$ cat src/rtl/core/scp_pkg.sv
package scp_pkg;

    // Number formats of the angle and of the results.
    localparam int ANGLE_FRAC_BITS = 24;
    localparam int OUT_FRAC_BITS   = 30;

    // Internal word widths.
    localparam int ACC_W = 32;
    localparam int Y2_W  = 32;
    localparam int Y30_W = 32;

    // Rounding shift from Q30 to the output format.
    localparam int OUT_SHIFT = 30 - OUT_FRAC_BITS;
    localparam longint OUT_HALF = (OUT_SHIFT == 0) ? 64'sd0 : (64'sd1 <<< (OUT_SHIFT - 1));

    // Range reduction constants: 1/(2*pi) in Q0.32, angles in Q.32, 1.0 in Q30.
    localparam logic [29:0] INV2PI_Q32 = 30'd683565276;
    localparam logic [34:0] TWOPI_Q32  = 35'd26986075409;
    localparam longint      PI_Q32     = 64'sd13493037705;
    localparam longint      HALFPI_Q32 = 64'sd6746518852;
    localparam longint      ONE_Q30    = 64'sd1073741824;

    // Horner evaluation: the seed of each lane and the term added after each step.
    localparam int HORNER_STEPS = 5;

    typedef logic signed [ACC_W-1:0] coef_arr_t [HORNER_STEPS];

    localparam logic signed [ACC_W-1:0] SIN_SEED = -32'sd26;
    localparam logic signed [ACC_W-1:0] COS_SEED = -32'sd280;

    localparam coef_arr_t SIN_ADD = '{
        32'sd2956, -32'sd213040, 32'sd8947846, -32'sd178956974, 32'sd1073741824
    };
    localparam coef_arr_t COS_ADD = '{
        32'sd26586, -32'sd1491253, 32'sd44739212, -32'sd536870912, 32'sd1073741824
    };

    // Payload carried between the Horner stages.
    typedef struct packed {
        logic signed [ACC_W-1:0] acc_s;
        logic signed [ACC_W-1:0] acc_c;
        logic        [Y2_W-1:0]  y2;
        logic signed [Y30_W-1:0] y30;
        logic                    flip;
    } hstage_t;

endpackage

$ cat src/rtl/core/scp_output.sv
module scp_output
    import scp_pkg::*;
(
    input  logic               clk,
    input  logic               rst_n,
    input  logic               in_valid,
    output logic               in_stall,
    input  hstage_t            in_data,
    output logic               out_valid,
    input  logic               out_stall,
    output logic signed [31:0] sin_value,
    output logic signed [31:0] cos_value
);

    localparam logic signed [34:0] ONE_C = 35'(ONE_Q30);
    localparam logic signed [31:0] OUT_ONE = 32'sd1 <<< OUT_FRAC_BITS;

    logic               v1_reg;
    logic [63:0]        prod1_reg;
    logic               neg1_reg;
    logic signed [32:0] c1_reg;
    logic               v2_reg;
    logic signed [34:0] s2_reg;
    logic signed [32:0] c2_reg;
    logic               v3_reg;
    logic signed [31:0] sin3_reg;
    logic signed [31:0] cos3_reg;

    logic [ACC_W-1:0]   mag_h;
    logic [Y30_W-1:0]   mag_y;
    logic [63:0]        rnd;
    logic signed [32:0] c_ext;
    logic               stall1, stall2, stall3;

    // Clamp a Q30 value to +-1.0 and round it to the output format.
    function automatic logic signed [31:0] sat_round(input logic signed [34:0] v);
        logic signed [34:0] cl;
        logic [34:0]        m;
        logic [34:0]        r;
        begin
            if (v > ONE_C)
            begin
                cl = ONE_C;
            end
            else if (v < -ONE_C)
            begin
                cl = -ONE_C;
            end
            else
            begin
                cl = v;
            end
            m = cl[34] ? 35'(-cl) : 35'(cl);
            r = (m + 35'(OUT_HALF)) >> OUT_SHIFT;
            sat_round = cl[34] ? -$signed(r[31:0]) : $signed(r[31:0]);
        end
    endfunction

    assign stall3   = v3_reg && out_stall;
    assign stall2   = v2_reg && stall3;
    assign stall1   = v1_reg && stall2;
    assign in_stall = stall1;

    always_comb
    begin
        mag_h = in_data.acc_s[ACC_W-1] ? ACC_W'(-in_data.acc_s) : ACC_W'(in_data.acc_s);
        mag_y = in_data.y30[Y30_W-1] ? Y30_W'(-in_data.y30) : Y30_W'(in_data.y30);
        c_ext = 33'(in_data.acc_c);
        rnd   = (prod1_reg + (64'd1 << 29)) >> 30;
    end

    always_ff @(posedge clk or negedge rst_n)
    begin
        if (!rst_n)
        begin
            v1_reg <= 1'b0;
            v2_reg <= 1'b0;
            v3_reg <= 1'b0;
        end
        else
        begin
            if (!stall1) v1_reg <= in_valid;
            if (!stall2) v2_reg <= v1_reg;
            if (!stall3) v3_reg <= v2_reg;
        end
    end

    always_ff @(posedge clk)
    begin
        if (in_valid && !stall1)
        begin
            prod1_reg <= mag_h * mag_y;
            neg1_reg  <= in_data.acc_s[ACC_W-1] != in_data.y30[Y30_W-1];
            c1_reg    <= in_data.flip ? -c_ext : c_ext;
        end
        if (v1_reg && !stall2)
        begin
            s2_reg <= neg1_reg ? -$signed({1'b0, rnd[33:0]}) : $signed({1'b0, rnd[33:0]});
            c2_reg <= c1_reg;
        end
        if (v2_reg && !stall3)
        begin
            sin3_reg <= sat_round(s2_reg);
            cos3_reg <= sat_round(35'(c2_reg));
        end
    end

    assign out_valid = v3_reg;
    assign sin_value = sin3_reg;
    assign cos_value = cos3_reg;

    a_sin_range: assert property (@(posedge clk) disable iff (!rst_n)
        out_valid |-> (sin_value <= OUT_ONE && sin_value >= -OUT_ONE))
        else $error("sine result beyond full scale");

    a_cos_range: assert property (@(posedge clk) disable iff (!rst_n)
        out_valid |-> (cos_value <= OUT_ONE && cos_value >= -OUT_ONE))
        else $error("cosine result beyond full scale");

endmodule

$ cat config.mk
export PLATFORM = sky130hd
export DESIGN_NAME = scp_output
export DESIGN_NICKNAME = d
export VERILOG_FILES = /design/src/rtl/core/scp_pkg.sv /design/src/rtl/core/scp_output.sv
export SDC_FILE = /design/constraint.sdc
export NUM_CORES = 2
export LEC_CHECK = 0
export BUFFER_PORTS_ARGS = -buffer_cell sky130_fd_sc_hd__buf_4
export CAP_MARGIN = 40
export CELL_PAD_IN_SITES_DETAIL_PLACEMENT = 1
export CELL_PAD_IN_SITES_GLOBAL_PLACEMENT = 1
export CORE_MARGIN = 2
export CORE_UTILIZATION = 40
export DETAILED_ROUTE_END_ITERATION = 10
export PLACE_DENSITY = 0.69
export SLEW_MARGIN = 40
export SYNTH_ARGS = -nofsm -noshare
export SYNTH_HDL_FRONTEND = slang
export SYNTH_SLANG_ARGS = --single-unit
export TNS_END_PERCENT = 100
$ cat constraint.sdc
create_clock -name clk -period 16.4 [get_ports clk]
set_clock_uncertainty 0.15 [all_clocks]
set_input_delay 1.64 -clock clk [delete_from_list [all_inputs] [get_ports clk]]
set_output_delay 1.64 -clock clk [all_outputs]
set_load 0.02 [all_outputs]
Yosys cells after proc, flatten, opt, wreduce, memory -nomap -nowiden
Index checks and enable logic that the tools add are counted.

Bits in read-only memories: 0. Bits of input ports: 133. Register bits after elaboration: 233. Memory bits (writable): 0. Logic and storage cells: 49. Output and inout bits: 66. Memories kept: 0. Bits in latches: 0.

$lt $le $gt $ge: 4. Div/mod/pow operators: 0. Multipliers: 1. Shift operators: 0. Muxes and demuxes: 14. Reduce and logical (&&, ||, !) cells: 9. Equal/unequal tests: 1. Bitwise gates (word level): 0. $add $sub $neg: 9.

Operators with widths (number): two-way mux 35 bit (6); two-way mux 32 bit (6); negation 32 bit (6); adder 64 x 30 -> 64 bit (second input constant) (1); multiplier 32 x 32 -> 64 bit (1); > comparator 35 x 32 -> 1 bit (second input constant) (1); < comparator 35 x 31 -> 1 bit (second input constant) (1); negation 34 -> 35 bit (1); two-way mux 34 bit (1); > comparator 33 x 32 -> 1 bit (second input constant) (1); < comparator 33 x 31 -> 1 bit (second input constant) (1); two-way mux 33 bit (1); negation 32 -> 33 bit (1); logical AND 1 bit (6); zero test 1 bit (3); != test 1 bit (1).

Longest topological paths before layout
Depth in word-level cells: 8. Depth in mapped cells: 39. Depth with buffers taken out: 36.

Worst setup path before layout
Ideal clock, no wire load.

Kind: input-to-reg. Start point: input in_data[97] in the netlist's numbering. End point: register prod1_reg[63] (data pin). Slack: 4.232 ns. Required time: 15.990 ns. Cell stages on the path: 36. Path buffers: 3. Setup time: 0.260 ns. Arrival: 11.759 ns. Cells stage by stage: clkbuf_1 inv_1 clkbuf_1 ha_1 nand2_1 or4_1 or3_1 nand2b_1 or4_1 or3_1 o41ai_1 xor2_1 clkbuf_1 nor2_1 fa_1 inv_1 fa_1 fa_1 fa_1 inv_1 fa_1 fa_1 fa_1 inv_1 fa_1 inv_1 ha_1 or3_1 o211ai_1 o2111ai_1 a211o_1 a31oi_1 o221ai_1 a2111oi_0 nor3_1 xnor2_1.

Word-level cells in the longest chain between the ends: 3.

Ends and longest elaborated chain: start: declaration (line scp_output.sv:8) `input hstage_t in_data,`; negation 32 bit (line scp_output.sv:66) `mag_h = in_data.acc_s[ACC_W-1] ? ACC_W'(-in_data.acc_s) : ACC_W'(in_data.acc_s);`; two-way mux 32 bit (*) (line scp_output.sv:66); multiplier 32 x 32 -> 64 bit (*) (line scp_output.sv:92) `prod1_reg <= mag_h * mag_y;`; end signal: assignment (line scp_output.sv:92); end: declaration (line scp_output.sv:19) `logic [63:0] prod1_reg;`.

Every way passes the cells marked *; elsewhere a longest branch is shown, timed or not. A chain may end at the register's enable or synchronous reset.

Worst setup path after layout
Same ends and word-level chain as after synthesis.

==> flow_summary.ini <==
[sta]
finalSetupViolCount = 0
rsz0062_at_grt = false
hold_ws_ps = 270
min_period_over_period_pct = 83.1
max_slew.worst_pin.slew_ps = 886
slew-limit-headroom_pct = 40.4
fin_crit_ps = 13630
final-hold-violation-count = 0
fin_setup_tns_ps = 0
max_freq_mhz = 73.3
drv_slew = 0

[worst_setup_path]
crit_type = primary input to register
max_stage_delay_ps = 620
cp-start-kind = primary input
r2r_start = c2_reg[0]$_DFFE_PP_
reg2reg_depth = 16
worstPathRequired_ps = 16500
r2r_end = cos_value[26]$_DFFE_PP_
crit_arrival_ps = 13740
cp_max_fo = 16
path_common_cell = fa_1
critPathSlowestCell = or4_1
r2r_slack_ps = 9920
end_kind = register

[clock_tree]
cts-buffers-inserted = 19
ctsHoldBuffers = 0
cts_setup_buffers = 0
clk_path_buf_depth = 3
ctsResizeCount = 0
clockRootBuffer = clkbuf_16
clock_sinks = 204
cts.clk_slew.worst_paths_ps = 70
cts_tree = yes
clk_latency_ps = 510
htreeDepth = 1

[synth]
syn_area_per_cell_um2 = 9.06
yosysTopAreaCell = fa_1
synth-seq-area-share_pct = 13.5
synth_top_area_share_pct = 39.5
yosys.cell_types.count = 91
syn_nets = 6305
synth.area.top_cells = fa_1 (39%), edfxtp_1 (13%), inv_1 (7.7%)
yosys-top-cells-count = inv_1 (927), fa_1 (895), nor2_1 (673)
yosys.cell_count.top_type = inv_1
ys.flop_type = edfxtp_1
syn_area_um2 = 45400
syn_inst = 5006
synth_edf_count = 201
ys_warn_count = 0
synth_async_sr_flop_share_pct = 1.47
ys_ff_latch = 204

[place]
gp_congestion = 0.894
dp_hpwl_um = 123000
placed_area_um2 = 49200
port_buffers = 166

[global_route]
grt_max_degree = 70
grt_pass1_vias = 39461
met2_usage_pct = 45.4
track_usage_pct = 26.9
overflow = 0
gr-usage-met1_pct = 35.5
grt.busiest_layer = met2
grtUsageMet3_pct = 3.02
grt_pass1_wl_um = 239000
antenna_found_initial = 3

[floorplanning]
core-area_um2 = 112000
die_area_um2 = 116000
die_height_um = 341
start_util_pct = 40.3
rows = 123
pin_count = 199
die_w_um = 341

[layout]
fin_nets = 6393
layout-drive-gt1-share_pct = 8.68
area_delta_synth_final_pct = 9.82
num-fill-cells = 13118
fin_area_um2 = 49800
utilization_pct = 44.3

[run]
drv_cap = 0

[outcome]
outcome = completed

[routing]
num_vias = 36120
wirelength_um = 154000
viasPerCell = 5.47
ant_nets = 0
post_drt_wl_per_cell_um = 23.2
drt_iter0_markers = 2380
firstDrtPassIters = 5
drc = 0

[min_path]
holdPathStages = 0
hold_start = c1_reg[21]$_DFFE_PP_
hold_class = register to register
holdPathEnd = c2_reg[21]$_DFFE_PP_
## kinds of logic (layout without fill, tap and decap cells)
family                   after synthesis  in the layout  synth area share, %
AO/OA/AOI/OAI                        471            471                 7.06
XOR/XNOR                             339            339                 6.54
adder cells (fa/ha/maj)             1166           1166                 47.0
buffers and inverters               1163           1262                 9.73
flip-flops                           204            204                 13.5
multiplexers                          15             15                0.336
other                                  0              1                    0
AND/OR/NAND/NOR                     1648           1648                 15.9
## critical path, delay by kind of cell
family | cells | cell delay, ps
compound gates | 7 | 2610
xor+xnor | 2 | 760
fa+ha+maj | 10 | 4590
buf+inv | 9 | 1650
simple gates | 8 | 2430
## cell usage in the layout (no fill, tap or decap), drive strengths merged, types with 18 or more instances in the layout
master / count
fa: 895
buf: 302
o21ai: 121
xor2: 147
edfxtp: 201
nor2: 676
ha: 271
or4: 31
and2: 20
and3: 29
o41ai: 22
nand3: 58
nor3: 48
a21oi: 84
a211oi: 18
a31oi: 24
nand2: 597
nor4: 36
nand2b: 33
nand4: 22
or2: 18
clkbuf: 25
xnor2: 192
a21o: 27
or3: 34
inv: 927
o31ai: 47
## through the flow
| stage | std cells | worst slack [ps] |
|---|---|---|
| 2_1_floorplan | 5006 | 4230 |
| 3_3_place_gp | 6569 | 2010 |
| 3_5_place_dp | 6572 | 2220 |
| 4_1_cts | 6604 | 2760 |
| 5_1_grt | 6606 | 2350 |
| 6_report | 6606 | 2770 |
## per-layer routing
| layer | share of wire [%] | up-vias |
|---|---|---|
| met5 | 0.0085 | - |
| met4 | 4.6 | 2 |
| met3 | 6.3 | 296 |
| met2 | 47 | 1216 |
| met1 | 42 | 18865 |
| li1 | - | 15741 |
## cell type report
| type | instances | area (um2) | area share, % |
|---|---|---|---|
| multi-input combinational | 3639 | 35500 | 71.2 |
| sequential | 204 | 6110 | 12.3 |
| inverter | 928 | 3480 | 6.99 |
| timing repair buffer | 302 | 2290 | 4.59 |
| tap | 1500 | 1880 | 3.77 |
| clock buffer | 25 | 498 | 0.999 |
| clock inverter | 7 | 70.1 | 0.141 |
| antenna | 1 | 2.50 | 0.00502 |
## how the worst max path moves through the flow
stage	end	startpoint	cells after the start
floorplan	prod1_reg[63]$_DFFE_PP_	in_data[97]	36
global placement	prod1_reg[63]$_DFFE_PP_	in_data[97]	35
detailed placement	prod1_reg[63]$_DFFE_PP_	in_data[97]	35
CTS	prod1_reg[63]$_DFFE_PP_	in_data[97]	35
global route	prod1_reg[63]$_DFFE_PP_	in_data[97]	35
finish	prod1_reg[63]$_DFFE_PP_	in_data[97]	36
Power is not shown: default switching activity piles up to over one toggle a cycle in this logic, so the estimate is an artifact.
