`config.mk`:
```
export PLATFORM = sky130hd
export DESIGN_NAME = scp_reduce
export DESIGN_NICKNAME = d
export VERILOG_FILES = /design/src/rtl/core/scp_pkg.sv /design/src/rtl/core/scp_reduce.sv
export SDC_FILE = /design/constraint.sdc
export NUM_CORES = 2
export LEC_CHECK = 0
export ABC_AREA = 1
export BUFFER_PORTS_ARGS = -buffer_cell sky130_fd_sc_hd__buf_2
export CAP_MARGIN = 20
export CORE_MARGIN = 10
export CORE_UTILIZATION = 30
export CTS_BUF_LIST = sky130_fd_sc_hd__clkbuf_16
export CTS_CLUSTER_SIZE = 8
export DETAILED_ROUTE_END_ITERATION = 10
export PLACE_DENSITY = 0.41
export SETUP_SLACK_MARGIN = 0.4
export SLEW_MARGIN = 20
export SYNTH_ARGS = -nofsm -noshare
export SYNTH_HDL_FRONTEND = slang
export SYNTH_SLANG_ARGS = --single-unit
```
`constraint.sdc`:
```
create_clock -name clk -period 12.5 [get_ports clk]
set_input_delay 2.5 -clock clk [delete_from_list [all_inputs] [get_ports clk]]
set_output_delay 2.5 -clock clk [all_outputs]
set_load 0.01 [all_outputs]
```
`src/rtl/core/scp_pkg.sv`:
```
package scp_pkg;

    // Number formats of the angle and of the results.
    localparam int ANGLE_FRAC_BITS = 24;
    localparam int OUT_FRAC_BITS   = 30;

    // Internal word widths.
    localparam int ACC_W = 32;
    localparam int Y2_W  = 32;
    localparam int Y30_W = 32;

    // Rounding shift from Q30 to the output format.
    localparam int OUT_SHIFT = 30 - OUT_FRAC_BITS;
    localparam longint OUT_HALF = (OUT_SHIFT == 0) ? 64'sd0 : (64'sd1 <<< (OUT_SHIFT - 1));

    // Range reduction constants: 1/(2*pi) in Q0.32, angles in Q.32, 1.0 in Q30.
    localparam logic [29:0] INV2PI_Q32 = 30'd683565276;
    localparam logic [34:0] TWOPI_Q32  = 35'd26986075409;
    localparam longint      PI_Q32     = 64'sd13493037705;
    localparam longint      HALFPI_Q32 = 64'sd6746518852;
    localparam longint      ONE_Q30    = 64'sd1073741824;

    // Horner evaluation: the seed of each lane and the term added after each step.
    localparam int HORNER_STEPS = 5;

    typedef logic signed [ACC_W-1:0] coef_arr_t [HORNER_STEPS];

    localparam logic signed [ACC_W-1:0] SIN_SEED = -32'sd26;
    localparam logic signed [ACC_W-1:0] COS_SEED = -32'sd280;

    localparam coef_arr_t SIN_ADD = '{
        32'sd2956, -32'sd213040, 32'sd8947846, -32'sd178956974, 32'sd1073741824
    };
    localparam coef_arr_t COS_ADD = '{
        32'sd26586, -32'sd1491253, 32'sd44739212, -32'sd536870912, 32'sd1073741824
    };

    // Payload carried between the Horner stages.
    typedef struct packed {
        logic signed [ACC_W-1:0] acc_s;
        logic signed [ACC_W-1:0] acc_c;
        logic        [Y2_W-1:0]  y2;
        logic signed [Y30_W-1:0] y30;
        logic                    flip;
    } hstage_t;

endpackage

```
`src/rtl/core/scp_reduce.sv`:
```
module scp_reduce
    import scp_pkg::*;
(
    input  logic                        clk,
    input  logic                        rst_n,
    input  logic                        in_valid,
    output logic                        in_stall,
    input  logic signed [31:0]          angle,
    output logic                        out_valid,
    input  logic                        out_stall,
    output hstage_t                     out_data
);

    localparam int TSH  = ANGLE_FRAC_BITS + 32;
    localparam int A_SH = 32 - ANGLE_FRAC_BITS;
    localparam int T_W  = 30 - ANGLE_FRAC_BITS;
    localparam int YF_W = 66 - ANGLE_FRAC_BITS;
    localparam int Y_W  = 36;
    localparam logic signed [Y_W-1:0] PI_C     = Y_W'(PI_Q32);
    localparam logic signed [Y_W-1:0] HALFPI_C = Y_W'(HALFPI_Q32);
    localparam logic signed [Y30_W-1:0] Y30_MAX = Y30_W'((HALFPI_Q32 + 64'sd2) >>> 2);

    // Stage 1: magnitude of the angle times 1/(2*pi).
    logic               v1_reg;
    logic signed [31:0] a1_reg;
    logic [61:0]        prod1_reg;
    logic [31:0]        ma;
    // Stage 2: rounded turn count.
    logic               v2_reg;
    logic signed [31:0] a2_reg;
    logic [T_W-1:0]     t2_reg;
    logic [62:0]        tsum;
    // Stage 3: remainder after whole turns.
    logic                  v3_reg;
    logic signed [Y_W-1:0] y3_reg;
    logic signed [YF_W-1:0] ash;
    logic signed [YF_W-1:0] yfull;
    logic [T_W+34:0]       prodq;
    // Stage 4: folded and rounded to Q30.
    logic                    v4_reg;
    logic signed [Y30_W-1:0] y30_4_reg;
    logic                    flip4_reg;
    logic signed [Y_W-1:0]   yf;
    logic                    flip_next;
    logic [Y_W-1:0]          ymag;
    logic [Y_W-1:0]          yrnd;
    logic signed [Y30_W-1:0] y30_next;
    // Stage 5: square of y30.
    logic                    v5_reg;
    logic [63:0]             sq5_reg;
    logic signed [Y30_W-1:0] y30_5_reg;
    logic                    flip5_reg;
    logic [Y30_W-1:0]        y30_mag;
    // Stage 6: rounded square.
    logic                    v6_reg;
    logic [Y2_W-1:0]         y2_6_reg;
    logic signed [Y30_W-1:0] y30_6_reg;
    logic                    flip6_reg;
    logic [63:0]             sq_rnd;

    logic stall1, stall2, stall3, stall4, stall5, stall6;

    assign stall6   = v6_reg && out_stall;
    assign stall5   = v5_reg && stall6;
    assign stall4   = v4_reg && stall5;
    assign stall3   = v3_reg && stall4;
    assign stall2   = v2_reg && stall3;
    assign stall1   = v1_reg && stall2;
    assign in_stall = stall1;

    always_comb
    begin
        ma   = angle[31] ? 32'(-angle) : 32'(angle);
        tsum = {1'b0, prod1_reg} + (63'd1 << (TSH - 1));
        ash   = YF_W'(a2_reg) <<< A_SH;
        prodq = t2_reg * TWOPI_Q32;
        if (a2_reg[31])
        begin
            yfull = ash + $signed({1'b0, prodq});
        end
        else
        begin
            yfull = ash - $signed({1'b0, prodq});
        end
        // Fold into [-pi/2, pi/2]; the exact boundary is left alone.
        if (y3_reg > HALFPI_C)
        begin
            yf        = PI_C - y3_reg;
            flip_next = 1'b1;
        end
        else if (y3_reg < -HALFPI_C)
        begin
            yf        = -PI_C - y3_reg;
            flip_next = 1'b1;
        end
        else
        begin
            yf        = y3_reg;
            flip_next = 1'b0;
        end
        ymag     = yf[Y_W-1] ? Y_W'(-yf) : Y_W'(yf);
        yrnd     = (ymag + Y_W'(2)) >> 2;
        y30_next = yf[Y_W-1] ? -$signed(yrnd[Y30_W-1:0]) : $signed(yrnd[Y30_W-1:0]);
        y30_mag  = y30_4_reg[Y30_W-1] ? Y30_W'(-y30_4_reg) : Y30_W'(y30_4_reg);
        sq_rnd   = (sq5_reg + (64'd1 << 29)) >> 30;
    end

    always_ff @(posedge clk or negedge rst_n)
    begin
        if (!rst_n)
        begin
            v1_reg <= 1'b0;
            v2_reg <= 1'b0;
            v3_reg <= 1'b0;
            v4_reg <= 1'b0;
            v5_reg <= 1'b0;
            v6_reg <= 1'b0;
        end
        else
        begin
            if (!stall1) v1_reg <= in_valid;
            if (!stall2) v2_reg <= v1_reg;
            if (!stall3) v3_reg <= v2_reg;
            if (!stall4) v4_reg <= v3_reg;
            if (!stall5) v5_reg <= v4_reg;
            if (!stall6) v6_reg <= v5_reg;
        end
    end

    always_ff @(posedge clk)
    begin
        if (in_valid && !stall1)
        begin
            a1_reg    <= angle;
            prod1_reg <= ma * INV2PI_Q32;
        end
        if (v1_reg && !stall2)
        begin
            a2_reg <= a1_reg;
            t2_reg <= T_W'(tsum >> TSH);
        end
        if (v2_reg && !stall3)
        begin
            y3_reg <= yfull[Y_W-1:0];
        end
        if (v3_reg && !stall4)
        begin
            y30_4_reg <= y30_next;
            flip4_reg <= flip_next;
        end
        if (v4_reg && !stall5)
        begin
            sq5_reg   <= y30_mag * y30_mag;
            y30_5_reg <= y30_4_reg;
            flip5_reg <= flip4_reg;
        end
        if (v5_reg && !stall6)
        begin
            y2_6_reg  <= sq_rnd[Y2_W-1:0];
            y30_6_reg <= y30_5_reg;
            flip6_reg <= flip5_reg;
        end
    end

    assign out_valid      = v6_reg;
    assign out_data.acc_s = SIN_SEED;
    assign out_data.acc_c = COS_SEED;
    assign out_data.y2    = y2_6_reg;
    assign out_data.y30   = y30_6_reg;
    assign out_data.flip  = flip6_reg;

    // After folding the reduced angle never leaves [-pi/2, pi/2].
    a_fold_range: assert property (@(posedge clk) disable iff (!rst_n)
        v4_reg |-> (y30_4_reg <= Y30_MAX && y30_4_reg >= -Y30_MAX))
        else $error("folded angle out of range");

    // Stage 3 keeps its transaction while it is stalled.
    a_hold_stage3: assert property (@(posedge clk) disable iff (!rst_n)
        (v3_reg && stall4) |=> (v3_reg && $stable(y3_reg)))
        else $error("stage 3 lost a stalled transaction");

endmodule

```
* After elaboration in Yosys (flattened, before gate mapping)
Cells that the tools add are included.
Cells by class: add/subtract/negate cells 11, muxes and demuxes 8, reductions and logical operators 18, multiply operators 3, order comparisons 2
Operator list (number):
- 36-bit 2-to-1 mux | 3
- 32-bit 2-to-1 mux | 3
- 32-bit negation | 3
- 35-bit by 36-bit subtractor with 36-bit output (first input constant) | 2
- 62-bit by 30-bit adder with 62-bit output (second input constant) | 1
- 62-bit by 56-bit adder with 62-bit output (second input constant) | 1
- 32-bit by 32-bit multiplier with 62-bit output | 1
- 32-bit by 28-bit multiplier with 60-bit output (second input constant) | 1
- 36-bit adder | 1
- 36-bit by 34-bit greater-than comparator with 1-bit output (second input constant) | 1
- 36-bit by 34-bit < comparator with 1-bit output (second input constant) | 1
- 6-bit by 35-bit multiplier with 36-bit output (second input constant) | 1
- 36-bit subtractor | 1
- 34-bit by 2-bit adder with 34-bit output (second input constant) | 1
- 34-bit 2-to-1 mux | 1
- 34-bit negation | 1
- 1-bit logical AND | 12
- 1-bit logical NOT | 6
- 1-bit 2-to-1 mux | 1
Word-level totals: logic and storage cells 61, input bits 36, bits in registers 365

* Longest topological paths before layout
depth in word-level cells 8, depth in mapped cells 46

* Least setup slack after synthesis
Ideal clock, no wire load.
path kind input port to flip-flop, start in angle[1], end reg prod1_reg[60] (data pin), path buffers 0, cell stages on the path 43, required time 12.235 ns, arrival time 9.829 ns, path slack 2.405 ns, path through inv_1 > nand3_1 > nor3_1 > inv_1 > nor3_1 > inv_1 > nor2_1 > inv_1 > nor3_1 > inv_1 > nor2_1 > nand3_1 > nor3_1 > nand2_1 > nor3_1 > nand2_1 > inv_1 > nand2_1 > [... 7 more ...] > fa_1 > fa_1 > fa_1 > inv_1 > fa_1 > ha_1 > ha_1 > a21oi_1 > a21boi_0 > o211ai_1 > nand2_1 > nand2_1 > a21oi_1 > or2_2 > nand2_1 > o211a_1 > o21ai_0 > xor2_1
Between the ends: word-level cells in the longest chain between the ends 3
Ends and longest elaborated chain:
- start: declaration | line scp_reduce.sv:8 | input logic signed [31:0] angle,
- 32-bit negation | line scp_reduce.sv:73 | ma = angle[31] ? 32'(-angle) : 32'(angle);
- 32-bit 2-to-1 mux * | line scp_reduce.sv:73
- 32-bit by 28-bit multiplier with 60-bit output * | line scp_reduce.sv:135 | prod1_reg <= ma * INV2PI_Q32;
- end signal: assignment | line scp_reduce.sv:135
- end: declaration | line scp_reduce.sv:26 | logic [61:0] prod1_reg;
Mark *: on every way between the ends. The rest lies on a longest branch, timed or not. A chain may end at the register's enable or synchronous reset.

* Final worst setup path
start reg y30_4_reg[2], end reg sq5_reg[56] (data pin)
Between the ends: word-level cells in the longest chain between the ends 3
Ends and longest elaborated chain:
- start: declaration | line scp_reduce.sv:41 | logic signed [Y30_W-1:0] y30_4_reg;
- start signal: assignment | line scp_reduce.sv:148 | y30_4_reg <= y30_next;
- 32-bit negation | line scp_reduce.sv:104 | y30_mag = y30_4_reg[Y30_W-1] ? Y30_W'(-y30_4_reg) : Y30_W'(y30_4_reg);
- 32-bit 2-to-1 mux * | line scp_reduce.sv:104
- 32-bit by 32-bit multiplier with 62-bit output * | line scp_reduce.sv:153 | sq5_reg <= y30_mag * y30_mag;
- end signal: assignment | line scp_reduce.sv:153
- end: declaration | line scp_reduce.sv:50 | logic [63:0] sq5_reg;
Marks and branches as above.

==> results.sh <==
export IMPL_min_to="y30_6_reg[15]$_DFFE_PP_"
export IMPL_relSlewSlack_pct=29.5
export IMPL_fp_dieW_um=489
export IMPL_grt_pass1_wl_um=334000
export IMPL_worst_slack_ns=1.39
export IMPL_crit_path_frequent_cell="fa_1"
export IMPL_syn_area_sq_um=66100
export IMPL_cap_violations=0
export IMPL_finalSetupViolations=0
export IMPL_detail_route_antenna_nets=0
export IMPL_nets=9880
export IMPL_place_gp_congestion=0.920
export IMPL_worst_path_max_fanout=5
export IMPL_start_util_pct=30.1
export IMPL_syn_area_per_cell_sq_um=8.45
export IMPL_fin_setup_tns_ns=0
export IMPL_dp_hpwl_um=188000
export IMPL_drt_drc_violations_left=0
export IMPL_cts_max_level=2
export IMPL_via_count=49400
export IMPL_grt_max_degree=79
export IMPL_core_area_sq_um=220000
export IMPL_slowest_stage="fa_1"
export IMPL_worstSetupStartpointType="flop"
export IMPL_ys_top_cells_by_area="fa_1 36%, ha_1 14%, edfxtp_1 12%"
export IMPL_clock_latency_ns=0.66
export IMPL_hold_violations=0
export IMPL_largest_reg_flops=36
export IMPL_pre_cts_slack_ns=1.27
export IMPL_fp_row_count=172
export IMPL_status="finished, final reports clean"
export IMPL_design_area_sq_um=71500
export IMPL_cp_end_kind="flop"
export IMPL_path_clk_slew_ns=0.05
export IMPL_reg2regPathDepth=38
export IMPL_rrSetupSlack_ns=1.39
export IMPL_hold_buffers=0
export IMPL_clockBufferDepth=3
export IMPL_synth_async_sr_flop_share_pct=2.17
export IMPL_hold_path_depth=0
export IMPL_fillers=23300
export IMPL_synth_main_ff_cell="edfxtp_1"
export IMPL_clock_sinks=277
export IMPL_skew_ns=0.0429
export IMPL_cts_root_buf="clkbuf_16"
export IMPL_rsz0062_at_grt="no"
export IMPL_cts_buffers=44
export IMPL_yosys_area_top_type="fa_1"
export IMPL_ioPinCount=167
export IMPL_tritoncts="yes"
export IMPL_hold_class="flop to flop"
export IMPL_fin_cells=10900
export IMPL_crit_arrival_ns=11.49
export IMPL_yosysSeqAreaShare_pct=12.5
export IMPL_fmax_ghz=0.0900
export IMPL_yosys_warnings=0
export IMPL_r2r_end="sq5_reg[56]$_DFFE_PP_"
export IMPL_syn_inst=7819
export IMPL_avgViaCountPerCell=4.55
export IMPL_die_y_um=489
export IMPL_crit_type="flop to flop"
export IMPL_slew_violations=0
export IMPL_grt_pass1_vias=52600
export IMPL_drt_iter0_drc=2898
export IMPL_regArea_sq_um=8290
export IMPL_r2r_start="y30_4_reg[2]$_DFFE_PP_"
export IMPL_synth_seq_cells=277
export IMPL_hold_start="y30_5_reg[15]$_DFFE_PP_"
export IMPL_min_period_ns=11.11
export IMPL_grtUsageTotal_pct=18.5
export IMPL_drive_above_1_share_pct=5.16
export IMPL_cp_slowest_stage_delay_ns=0.60
export IMPL_final_common_cell="inv_1"
export IMPL_crit_required_ns=12.89
export IMPL_first_pass_iters=6
export IMPL_yosysUniqueCellTypes=68
export IMPL_synth_top_area_share_pct=35.9
export IMPL_dpl_cell_area_sq_um=70100
export IMPL_port_buffers=102
export IMPL_grt_remaining_overflow=0
export IMPL_layout_common_cells="2,115 x inv_1, 1,221 x nand2_1, 1,186 x fa_1, 719 x ha_1, 689 x nor2_1"
export IMPL_dp_cells=10800
export IMPL_area_growth_pct=8.17
export IMPL_multi_input_area_sq_um=48900
export IMPL_synth_edf_count=271
export IMPL_die_area_sq_um=239000
export IMPL_antenna_found_initial=7
export IMPL_finalCritPeriodShare_pct=88.9
export IMPL_wl_per_cell_um=20.5
export IMPL_wl_um=222000
export IMPL_tightest_slew_ns=1.05
==> cells by family (layout without fill, tap and decap cells) <==
kind of cell / Yosys count / in the layout / share of synthesized area (%)
simple gates: 2451 / 2451 / 15.7
buf+inv: 2363 / 2416 / 14.0
fa+ha+maj: 1905 / 1905 / 49.5
compound gates: 557 / 557 / 4.71
flops: 277 / 277 / 12.5
xor+xnor: 263 / 263 / 3.50
other cells: 2 / 111 / 0.0114
mux: 1 / 1 / 0.0151
==> how the worst max path moves through the flow <==
| stage | startpoint | end | slack, ns | cells past startpoint |
|---|---|---|---|---|
| 2_1_floorplan | angle[1] | prod1_reg[60]$_DFFE_PP_ | 2.41 | 43 |
| 3_3_place_gp | angle[0] | prod1_reg[58]$_DFFE_PP_ | 1.30 | 34 |
| 3_5_place_dp | angle[0] | prod1_reg[58]$_DFFE_PP_ | 1.27 | 32 |
| 4_1_cts | y30_4_reg[2]$_DFFE_PP_ | sq5_reg[60]$_DFFE_PP_ | 1.30 | 40 |
| 5_1_grt | y30_4_reg[2]$_DFFE_PP_ | sq5_reg[56]$_DFFE_PP_ | 0.58 | 38 |
| 6_report | y30_4_reg[2]$_DFFE_PP_ | sq5_reg[56]$_DFFE_PP_ | 1.39 | 38 |
==> synthesized netlist by cell type, drive strengths merged (61+ instances only) <==
| library cell | count |
|---|---|
| inv | 2127 |
| nand2 | 1268 |
| fa | 1186 |
| nor2 | 732 |
| ha | 719 |
| edfxtp | 271 |
| a21oi | 238 |
| nand3 | 230 |
| xor2 | 202 |
| o21ai | 190 |
| buf | 122 |
| clkbuf | 98 |
| nand4 | 94 |
| nor3 | 62 |
| xnor2 | 61 |
==> metal layers <==
layer | wire (um) | up-vias | track usage, %
met5 | 13 | - | 0
met4 | 5860 | 2 | 4.39
met3 | 8570 | 195 | 1.84
met2 | 108000 | 955 | 32.0
met1 | 99500 | 24700 | 24.8
li1 | - | 23600 | -
==> stage by stage <==
stage,hold slack [ns],util (%)
4_1_cts,0.411,32.5
6_report,0.415,32.6
3_3_place_gp,0.402,32.0
3_5_place_dp,0.405,32.0
5_1_grt,0.425,32.6
2_1_floorplan,0.400,-
==> repair_timing <==
action                     4_1_cts  5_1_grt
setup buffers                    0        0
setup endpoints to repair        0        1
resized for setup                0        1
==> area by class of cell <==
cell class | count | share of cell area [%]
antenna | 23 | 0.0805
clock buffer | 45 | 1.58
clock inverter | 20 | 0.200
inverter | 2143 | 11.3
multi-input combinational | 5265 | 68.4
sequential | 277 | 11.6
tap | 2871 | 5.03
timing repair buffer | 208 | 1.83
==> worst max-delay path, delay by kind of cell, from the launching register on <==
family | cells | cell delay [ns]
adders and majority gates | 9 | 4.26
and+or+nand+nor | 14 | 3.11
AOI/OAI and AO/OA | 8 | 1.86
buffers and inverters | 5 | 0.84
DFF | 1 | 0.42
xor gates and xnor gates | 2 | 0.36
Power is not shown: default switching activity piles up to over one toggle a cycle in this logic, so the estimate is an artifact.
